===== config.mk =====
export PLATFORM = sky130hd
export DESIGN_NAME = sorted_timer_queue_unit
export DESIGN_NICKNAME = d
export VERILOG_FILES = /design/src/hw/rtl/stq_pkg.sv /design/src/hw/rtl/stq_ctrl.sv /design/src/hw/rtl/stq_dp.sv /design/src/hw/rtl/sorted_timer_queue_unit.sv
export SDC_FILE = /design/constraint.sdc
export NUM_CORES = 2
export LEC_CHECK = 0
export ABC_CLOCK_PERIOD_IN_PS = 24100
export BUFFER_PORTS_ARGS = -buffer_cell sky130_fd_sc_hd__buf_2
export CAP_MARGIN = 20
export CORE_MARGIN = 2
export CORE_UTILIZATION = 61
export DETAILED_ROUTE_END_ITERATION = 6
export PLACE_DENSITY_LB_ADDON = 0.15
export SKIP_LAST_GASP = 1
export SLEW_MARGIN = 5
export SYNTH_ARGS = -nofsm -noshare
export SYNTH_HDL_FRONTEND = slang
export SYNTH_HIERARCHICAL = 1
export SYNTH_SLANG_ARGS = --single-unit

===== constraint.sdc =====
create_clock -name clock -period 24.1 [get_ports clock]
set_input_delay 2.41 -clock clock [delete_from_list [all_inputs] [get_ports clock]]
set_output_delay 2.41 -clock clock [all_outputs]
set_load 0.03 [all_outputs]

===== src/hw/rtl/stq_pkg.sv =====
package stq_pkg;

   localparam int DEPTH = 16;
   localparam int IDX_W = $clog2(DEPTH);
   localparam int CNT_W = $clog2(DEPTH + 1);

   localparam int REQ_DATA_W = 128;
   localparam int REQ_USER_W = 2;
   localparam int RSP_DATA_W = 96;
   localparam int RSP_USER_W = 2;

   typedef enum logic [1:0] {
      REQ_REGISTER = 2'd0,
      REQ_CANCEL   = 2'd1,
      REQ_TICK     = 2'd2
   } req_kind_type;

   typedef enum logic [2:0] {
      ST_IDLE,
      ST_INS_SCAN,
      ST_CAN_SCAN,
      ST_TICK,
      ST_OUT
   } state_type;

   typedef struct packed {
      logic [31:0] deadline;
      logic [31:0] id;
      logic [15:0] thread;
      logic [15:0] rpc;
   } entry_type;

   typedef struct packed {
      logic        status;
      logic [31:0] new_id;
      logic        expired;
      logic [31:0] expired_id;
      logic [15:0] expired_thread;
      logic [15:0] expired_rpc;
      logic        last;
   } rsp_type;

   typedef struct packed {
      logic load;
      logic scan_next;
      logic emit_full;
      logic emit_plain;
      logic insert;
      logic remove;
      logic tick;
   } cmd_type;

   typedef struct packed {
      logic full;
      logic scan_end;
      logic ins_stop;
      logic id_hit;
      logic out_taken;
      logic out_last;
   } stat_type;

endpackage


===== src/hw/rtl/stq_ctrl.sv =====
module stq_ctrl (
   input  logic               clock,
   input  logic               reset,
   input  logic               req_tvalid,
   input  logic [1:0]         req_kind,
   output logic               req_tready,
   input  stq_pkg::stat_type  stat,
   output stq_pkg::cmd_type   cmd
);
   import stq_pkg::*;

   state_type state_ff;
   state_type state_in;

   always_ff @(posedge clock) begin
      if (reset) begin
         state_ff <= ST_IDLE;
      end else begin
         state_ff <= state_in;
      end
   end

   always_comb begin
      state_in   = state_ff;
      cmd        = '0;
      req_tready = 1'b0;
      case (state_ff)
         ST_IDLE: begin
            req_tready = 1'b1;
            if (req_tvalid) begin
               cmd.load = 1'b1;
               case (req_kind)
                  REQ_REGISTER: begin
                     if (stat.full) begin
                        cmd.emit_full = 1'b1;
                        state_in      = ST_OUT;
                     end else begin
                        state_in = ST_INS_SCAN;
                     end
                  end
                  REQ_CANCEL: state_in = ST_CAN_SCAN;
                  REQ_TICK:   state_in = ST_TICK;
                  default: begin
                     cmd.emit_plain = 1'b1;
                     state_in       = ST_OUT;
                  end
               endcase
            end
         end
         ST_INS_SCAN: begin
            if (stat.ins_stop) begin
               cmd.insert = 1'b1;
               state_in   = ST_OUT;
            end else begin
               cmd.scan_next = 1'b1;
            end
         end
         ST_CAN_SCAN: begin
            if (stat.scan_end) begin
               cmd.emit_plain = 1'b1;
               state_in       = ST_OUT;
            end else if (stat.id_hit) begin
               cmd.remove = 1'b1;
               state_in   = ST_OUT;
            end else begin
               cmd.scan_next = 1'b1;
            end
         end
         ST_TICK: begin
            cmd.tick = 1'b1;
            state_in = ST_OUT;
         end
         ST_OUT: begin
            if (stat.out_taken) begin
               state_in = stat.out_last ? ST_IDLE : ST_TICK;
            end
         end
         default: state_in = ST_IDLE;
      endcase
   end

endmodule


===== src/hw/rtl/stq_dp.sv =====
module stq_dp (
   input  logic                             clock,
   input  logic                             reset,
   input  logic [stq_pkg::REQ_DATA_W-1:0]   req_tdata,
   input  stq_pkg::cmd_type                 cmd,
   output stq_pkg::stat_type                stat,
   input  logic                             rsp_tready,
   output logic                             rsp_tvalid,
   output stq_pkg::rsp_type                 rsp
);
   import stq_pkg::*;

   entry_type        store_ff [DEPTH];
   logic [CNT_W-1:0] count_ff, count_in;
   logic [31:0]      id_ff, id_in;
   logic [CNT_W-1:0] scan_ff, scan_in;
   logic [31:0]      dl_ff, cid_ff, now_ff;
   logic [15:0]      th_ff, rp_ff;
   logic             out_valid_ff, out_valid_in;
   rsp_type          out_ff, out_in;

   logic [IDX_W-1:0] idx;
   entry_type        cur;
   logic             head_due, next_due, do_remove;
   logic [CNT_W-1:0] rm_pos;
   logic [31:0]      next_id;
   entry_type        new_entry;

   assign idx       = scan_ff[IDX_W-1:0];
   assign cur       = store_ff[idx];
   assign next_id   = id_ff + 32'd1;
   assign head_due  = (count_ff != '0) && (store_ff[0].deadline <= now_ff);
   assign next_due  = (count_ff > CNT_W'(1)) && (store_ff[1].deadline <= now_ff);
   assign do_remove = cmd.remove || (cmd.tick && head_due);
   assign rm_pos    = cmd.tick ? '0 : scan_ff;
   assign new_entry = '{deadline: dl_ff, id: next_id, thread: th_ff, rpc: rp_ff};

   assign stat.full      = (count_ff == CNT_W'(DEPTH));
   assign stat.scan_end  = (scan_ff >= count_ff);
   assign stat.ins_stop  = (scan_ff >= count_ff) || (cur.deadline > dl_ff);
   assign stat.id_hit    = (cur.id == cid_ff);
   assign stat.out_taken = out_valid_ff && rsp_tready;
   assign stat.out_last  = out_ff.last;

   assign rsp_tvalid = out_valid_ff;
   assign rsp        = out_ff;

   always_comb begin
      count_in = count_ff;
      id_in    = id_ff;
      scan_in  = scan_ff;
      if (cmd.load) begin
         scan_in = '0;
      end else if (cmd.scan_next) begin
         scan_in = scan_ff + CNT_W'(1);
      end
      if (cmd.insert) begin
         count_in = count_ff + CNT_W'(1);
         id_in    = next_id;
      end else if (do_remove) begin
         count_in = count_ff - CNT_W'(1);
      end
   end

   always_comb begin
      out_in       = '0;
      out_in.last  = 1'b1;
      out_valid_in = out_valid_ff && !rsp_tready;
      if (cmd.emit_full) begin
         out_in.status = 1'b1;
         out_valid_in  = 1'b1;
      end else if (cmd.emit_plain || cmd.remove) begin
         out_valid_in = 1'b1;
      end else if (cmd.insert) begin
         out_in.new_id = next_id;
         out_valid_in  = 1'b1;
      end else if (cmd.tick) begin
         out_valid_in = 1'b1;
         if (head_due) begin
            out_in.expired        = 1'b1;
            out_in.expired_id     = store_ff[0].id;
            out_in.expired_thread = store_ff[0].thread;
            out_in.expired_rpc    = store_ff[0].rpc;
            out_in.last           = !next_due;
         end
      end
   end

   always_ff @(posedge clock) begin
      if (reset) begin
         count_ff     <= '0;
         id_ff        <= '0;
         scan_ff      <= '0;
         out_valid_ff <= 1'b0;
      end else begin
         count_ff     <= count_in;
         id_ff        <= id_in;
         scan_ff      <= scan_in;
         out_valid_ff <= out_valid_in;
      end
   end

   always_ff @(posedge clock) begin
      if (out_valid_in && !out_valid_ff || cmd.tick) begin
         out_ff <= out_in;
      end
      if (cmd.load) begin
         dl_ff  <= req_tdata[31:0];
         th_ff  <= req_tdata[47:32];
         rp_ff  <= req_tdata[63:48];
         cid_ff <= req_tdata[95:64];
         now_ff <= req_tdata[127:96];
      end
   end

   // Shift the sorted store up on insert, down on remove.
   always_ff @(posedge clock) begin
      if (cmd.insert) begin
         for (int i = 1; i < DEPTH; i++) begin
            if (CNT_W'(i) > scan_ff) begin
               store_ff[i] <= store_ff[i-1];
            end
         end
         store_ff[idx] <= new_entry;
      end else if (do_remove) begin
         for (int i = 0; i < DEPTH - 1; i++) begin
            if (CNT_W'(i) >= rm_pos) begin
               store_ff[i] <= store_ff[i+1];
            end
         end
      end
   end

endmodule


===== src/hw/rtl/sorted_timer_queue_unit.sv =====
// Sorted timer queue: up to DEPTH timers kept in ascending deadline order.
// Request channel (req_*): tuser carries the request kind (register, cancel,
// tick); tdata carries deadline, thread handle, callback number, cancel id
// and current tick. Response channel (rsp_*): one response per register,
// cancel or unused-code request; a tick request yields one response per
// expired timer in deadline order (or a single empty response), with
// tlast on the final one. Equal deadlines leave first in, first out. Ids
// count up from 1 and wrap. A request is taken only while the unit is idle.
// Register scans the store one entry a cycle for its slot and then
// responds. Cancel scans the same way for the id and checks every stored
// entry on a miss. A tick emits its expired timers one at a time through
// the output register and looks at the next only once the last is taken.
// The unit has a single scan pointer and one output register.
// Reset empties the queue and clears the id counter; store contents are left
// as they are and never read before written.
// A stalled receiver holds the response in the output register; the unit
// takes no further work until every response of the request is taken.
module sorted_timer_queue_unit (
   input  logic                                clock,
   input  logic                                reset,
   input  logic                                req_tvalid,
   output logic                                req_tready,
   // [31:0] deadline, [47:32] thread_handle, [63:48] rpc_number,
   // [95:64] cancel_id, [127:96] now_tick
   input  logic [stq_pkg::REQ_DATA_W-1:0]      req_tdata,
   // [1:0] req_type
   input  logic [stq_pkg::REQ_USER_W-1:0]      req_tuser,
   output logic                                rsp_tvalid,
   input  logic                                rsp_tready,
   // [31:0] new_id, [63:32] expired_id, [79:64] expired_thread,
   // [95:80] expired_rpc
   output logic [stq_pkg::RSP_DATA_W-1:0]      rsp_tdata,
   // [0] status, [1] expired
   output logic [stq_pkg::RSP_USER_W-1:0]      rsp_tuser,
   output logic                                rsp_tlast
);
   import stq_pkg::*;

   cmd_type  cmd;
   stat_type stat;
   rsp_type  rsp;

   stq_ctrl u_ctrl (
      .clock      (clock),
      .reset      (reset),
      .req_tvalid (req_tvalid),
      .req_kind   (req_tuser),
      .req_tready (req_tready),
      .stat       (stat),
      .cmd        (cmd)
   );

   stq_dp u_dp (
      .clock      (clock),
      .reset      (reset),
      .req_tdata  (req_tdata),
      .cmd        (cmd),
      .stat       (stat),
      .rsp_tready (rsp_tready),
      .rsp_tvalid (rsp_tvalid),
      .rsp        (rsp)
   );

   // Pack the response fields onto the stream ports.
   assign rsp_tdata = {rsp.expired_rpc, rsp.expired_thread, rsp.expired_id, rsp.new_id};
   assign rsp_tuser = {rsp.expired, rsp.status};
   assign rsp_tlast = rsp.last;

endmodule


Word-level counts from Yosys, hierarchy flattened
Memories as Yosys holds them, arrays and structs flattened. A register that Yosys moved wholly into a read port is not among the register bits.
Index checks and enable logic that the tools add are counted.
{ "totals": {"ram_bits": 1536, "register_bits": 273, "elab_cells": 274, "mem_count": 1, "inputBits": 134, "out_inout_bits": 101} }
{ "op_classes": {"n_addsub": 4, "n_bitwise": 17, "n_lt_le_gt_ge": 35, "eq_ne": 12, "reduce_logical": 24, "muxes": 164} }
{ "mem_list": {"columns": ["name", "words", "width", "rd", "rd_ports_with_merged_regs", "write_ports", "line", "source"], "rows": [
  ["u_dp.store_ff", 16, 96, 17, 1, 16, "stq_dp.sv:13", "entry_type store_ff [DEPTH];"]
]} }
{ "ops": {"columns": ["cell", "count"], "rows": [
  ["$mux W96", 15],
  ["$mux W1", 130],
  ["$reduce_or A96 Y1", 1],
  ["$mux W66", 1],
  ["$le A32 B32 Y1", 2],
  ["$gt A4 B5 Y1 const A", 8],
  ["$ge A4 B5 Y1 const A", 7],
  ["$add A32 B1 Y32 const B", 1],
  ["$eq A32 B32 Y1", 1],
  ["$gt A32 B32 Y1", 1],
  ["$ge A3 B5 Y1 const A", 4],
  ["$gt A3 B5 Y1 const A", 4],
  ["$mux W3", 6],
  ["$mux W5", 3],
  ["$pmux W3 S5", 1],
  ["$or A1 B1 Y1", 14],
  ["$mux W4", 3],
  ["$add A5 B1 Y5 const B", 2],
  ["$ge A1 B5 Y1 const A", 2],
  ["$ge A2 B5 Y1 const A", 2],
  ["$gt A2 B5 Y1 const A", 2],
  ["$pmux W3 S3", 1],
  ["$eq A3 B2 Y1 const B", 2],
  ["$logic_and A1 B1 Y1", 6],
  ["other kinds (25)", 37]
]} }

Logic depth before layout (Yosys ltp)
{ "depth": {"ltp_word": 10, "depth_mapped": 28, "mapped_depth_nobuf": 20} }

By module
Netlist, hierarchy kept.
{ "modules_own_cells": {"columns": ["mod", "cells_each", "seq_area_each_um2", "n_inst", "area_each_um2"], "rows": [
  ["stq_dp", 8660, 53881.7, 1, 97634.9],
  ["stq_ctrl", 42, 60.1, 1, 347.8]
]} }

Least setup slack after synthesis
OpenSTA, ideal clock, no wires.
{ "synth_timing": {"path_kind": "register to register", "startpoint": "reg with a tool-made name", "endpoint": "mem u_dp/store_ff[1][0] in the netlist's numbering (enable)", "setup_time_ps": 879, "required_ps": 23221, "setup_slack_ps": 7945, "n_path_buf": 5, "arrival_time_ps": 15277, "path_stages_with_launch": 19, "cell_sequence": "dfxtp_1 buf_2 buf_4 buf_2 buf_2 mux4_2 mux4_2 ha_1 nand2_1 nor4_1 nand3_1 nor2_1 o31a_1 o32ai_1 nand2b_1 nor4bb_1 buf_2 nand2_1 o311ai_0"} }
{ "synth_lines": {"columns": ["element", "line"], "rows": [
  ["to (decl)", "stq_dp.sv:13"]
]} }

==> impl_metrics.env <==
export IMPL_status="finished with violations"
export IMPL_failed_checks="design-rule violations"
export IMPL_yosysTopAreaCellShare_pct=54.0
export IMPL_core_um2=160000
export IMPL_crit_required_ns=24.58
export IMPL_crit_type="reg -> reg"
export IMPL_pwr_share_comb_pct=10.3
export IMPL_leakagePower_nw=37.5
export IMPL_floorplan_initialDensity_pct=61.2
export IMPL_htreeDepth=4
export IMPL_synth_main_ff_cell="edfxtp_1"
export IMPL_drtIter0Drc=15700
export IMPL_synthArstFlopShare_pct=0
export IMPL_routed_wirelength_um=350000
export IMPL_synth_area_leaders="edfxtp_1 (54%), mux4_2 (7.2%), o21ai_0 (5.6%)"
export IMPL_viasPerCell=7.60
export IMPL_arrival_ns=11.56
export IMPL_cts_buffers=192
export IMPL_drtAntennaViolNets=0
export IMPL_drv_cap=0
export IMPL_drc=14
export IMPL_syn_inst=8702
export IMPL_multi_input_area_um2=40200
export IMPL_hpwl_um=192000
export IMPL_cts_resized=0
export IMPL_rsz0062_at_grt="false"
export IMPL_synth_ff_latch_count=1813
export IMPL_fillCellCount=11900
export IMPL_clock_root_buffer="clkbuf_16"
export IMPL_hold_path_class="reg -> reg"
export IMPL_dieHeight_um=405
export IMPL_syn_to_final_growth_pct=8.17
export IMPL_hold_viol_final=0
export IMPL_nNetsFinal=8633
export IMPL_clockBufferDepth=3
export IMPL_fmax_ghz=0.0903
export IMPL_antenna_found_initial=8
export IMPL_grt_pass1_wl_um=508000
export IMPL_dieArea_um2=164000
export IMPL_synthDistinctLibCells=77
export IMPL_cts_hold_buf=0
export IMPL_dr_total_vias=80800
export IMPL_crit_fanout=56
export IMPL_yosysTopAreaCell="edfxtp_1"
export IMPL_synth_most_common_cell="edfxtp_1"
export IMPL_drv_slew=0
export IMPL_io_pins=235
export IMPL_p_per_area_nw_per_um2=71.6
export IMPL_grtUsageMet2_pct=61.9
export IMPL_finalCritPeriodShare_pct=46.0
export IMPL_path_clk_slew_ns=0.06
export IMPL_yosysWarningCount=6
export IMPL_setup_viol=0
export IMPL_synth_common_cells="edfxtp_1 (1763), o21ai_0 (1103), nor2_1 (817), clkbuf_1 (667), a31oi_1 (646)"
export IMPL_avgSynthCellArea_um2=11.3
export IMPL_syn_cell_area_um2=98000
export IMPL_tightest_slew_ns=1.34
export IMPL_skew_ns=0.0321
export IMPL_grt_max_degree=216
export IMPL_period_needed_ns=11.08
export IMPL_stdcell_count=10600
export IMPL_clkSinkCount=1813
export IMPL_grt_pass1_vias=77700
export IMPL_grt_overflow_total=0
export IMPL_start_kind="flop"
export IMPL_postCtsSetupRepairBufs=0
export IMPL_final_setup_tns_ns=0
export IMPL_switchingPower_w=0.00202
export IMPL_io_buffers=234
export IMPL_met1_usage_pct=53.6
export IMPL_wl_per_cell_um=32.9
export IMPL_drt_pass1_iter_count=7
export IMPL_cts_tree="built"
export IMPL_relSlewSlack_pct=10.7
export IMPL_clock_latency_ns=0.87
export IMPL_synth_edf_count=1763
export IMPL_gr_usage_all_layers_pct=41.8
export IMPL_swShare_pct=26.6
export IMPL_gr_max_usage_layer="met2"
export IMPL_syn_nets=8948
export IMPL_irDropWorstVdd_v=0.0000972
export IMPL_fp_dieW_um=405
export IMPL_grt_util_met3_pct=14.2
export IMPL_clockPowerShare_pct=38.7
export IMPL_final_layout_size_suffix_gt1_share_pct=13.4
export IMPL_placed_cells=10300
export IMPL_seqPwrFrac_pct=51.0
export IMPL_p_int_w=0.00557
export IMPL_place_congestion=0.925
export IMPL_seq_area_frac_synth_pct=55.1
export IMPL_seq_area_um2=54000
export IMPL_endpoint_kind="flop"
export IMPL_std_cell_rows=147
## through the flow
stage	hold WS (ns)	cell area [µm²]	util, %	setup slack (ns)	power (W)
5_1_grt	0.546	106000	66.2	13.18	0.00775
2_1_floorplan	0.483	98000	-	7.94	0.00438
6_report	0.540	106000	66.2	13.02	0.00759
3_5_place_dp	0.527	99800	62.4	13.69	0.00467
4_1_cts	0.539	106000	66.2	13.64	0.00756
3_3_place_gp	0.493	99800	62.3	13.79	0.00464
## power by group through the flow
| stage | clock (W) | combinational, W | sequential (W) |
|---|---|---|---|
| after floorplan | 0 | 0.000451 | 0.00393 |
| after global placement | 0 | 0.000725 | 0.00392 |
| after detailed placement | 0 | 0.000751 | 0.00392 |
| after CTS | 0.00294 | 0.000751 | 0.00386 |
| after global routing | 0.00306 | 0.000812 | 0.00388 |
| final | 0.00293 | 0.000781 | 0.00387 |
## flip-flops by register name, indices dropped and copies added, names as in the netlist, named ones only
name	count
u_ctrl/state_ff	3
u_dp/cid_ff	32
u_dp/count_ff	5
u_dp/dl_ff	32
u_dp/id_ff	32
u_dp/now_ff	32
u_dp/rp_ff	16
u_dp/rsp	99
u_dp/rsp_tvalid	1
u_dp/scan_ff	5
u_dp/store_ff	1536
u_dp/th_ff	16
## final timing paths
path / slack, ns / end / startpoint / cells after the start
min reg2reg: 0.54 / u_dp/id_ff[17]$_SDFFE_PP0P_ / u_dp/id_ff[17]$_SDFFE_PP0P_ / 2
max reg2reg: 13.02 / u_dp/store_ff[10][44]$_DFFE_PP_ / flop / 19
min: 0.54 / u_dp/id_ff[17]$_SDFFE_PP0P_ / u_dp/id_ff[17]$_SDFFE_PP0P_ / 2
max: 13.02 / u_dp/store_ff[10][44]$_DFFE_PP_ / flop / 19
## metal layers
layer  share of wire, %  wire (µm)  vias up
li1                   -          -    32800
met1                 34     118000    38600
met2                 43     151000     7793
met3                 16      57400     1626
met4                6.6      23200        8
met5              0.028         99        -
## final cells by class
class | count | area share [%]
flip-flops and latches | 1813 | 50.9
clock inverters | 98 | 0.882
multi-input cells | 5823 | 37.9
clock buffers | 250 | 4.82
repair buffers | 405 | 2.49
diodes | 6 | 0.0142
well taps | 2086 | 2.46
inverters | 152 | 0.538
## worst max-delay path, stage by stage, from the launching register on
cell,delay [ns]
dfxtp_4,0.76
buf_4,0.71
buf_4,0.82
mux4_2,0.60
mux4_2,0.49
ha_1,0.33
nand2_1,0.10
nor4_1,0.78
nand3_1,0.29
o32ai_1,0.43
nand2b_1,0.12
nor4bb_4,0.18
buf_4,0.38
inv_1,0.62
o21a_4,0.92
buf_4,0.98
nor2_4,0.41
o21ai_4,0.26
buf_4,0.58
buf_4,0.68
## cell families after synthesis
family | synth area share, %
mux | 12.5
simple gates | 8.68
flops | 55.1
xor+xnor | 0.928
fa+ha+maj | 1.43
compound gates | 16.9
buf+inv | 4.46
## cells in the final DEF (no fill, tap or decap), types with 13 or more instances in the layout
cell type | synthesis | routed
edfxtp_1 | 1763 | 1763
o21ai_0 | 1103 | 1097
nor2_1 | 817 | 810
a31oi_1 | 646 | 646
nand2_1 | 596 | 580
a21oi_1 | 488 | 486
mux2i_1 | 436 | 436
mux4_2 | 315 | 315
nand3_1 | 292 | 288
a22oi_1 | 245 | 245
buf_2 | 174 | 234
clkbuf_16 | 0 | 192
buf_4 | 27 | 158
inv_1 | 120 | 119
ha_1 | 112 | 112
and2_1 | 89 | 79
mux2_2 | 73 | 73
clkinv_1 | 31 | 72
a222oi_1 | 66 | 66
xnor2_1 | 64 | 64
o221ai_1 | 58 | 57
clkbuf_1 | 667 | 49
dfxtp_1 | 50 | 46
o22ai_1 | 41 | 40
xor2_1 | 38 | 38
nand4_1 | 36 | 36
and3_1 | 35 | 34
a211oi_1 | 31 | 31
a21o_1 | 32 | 29
clkinv_2 | 0 | 25
nor3_1 | 25 | 25
o31a_1 | 23 | 23
a21boi_0 | 22 | 22
nor2b_1 | 17 | 17
o21ai_1 | 18 | 16
o32ai_1 | 13 | 13
No activity file was read; power rests on OpenSTA's default activity.
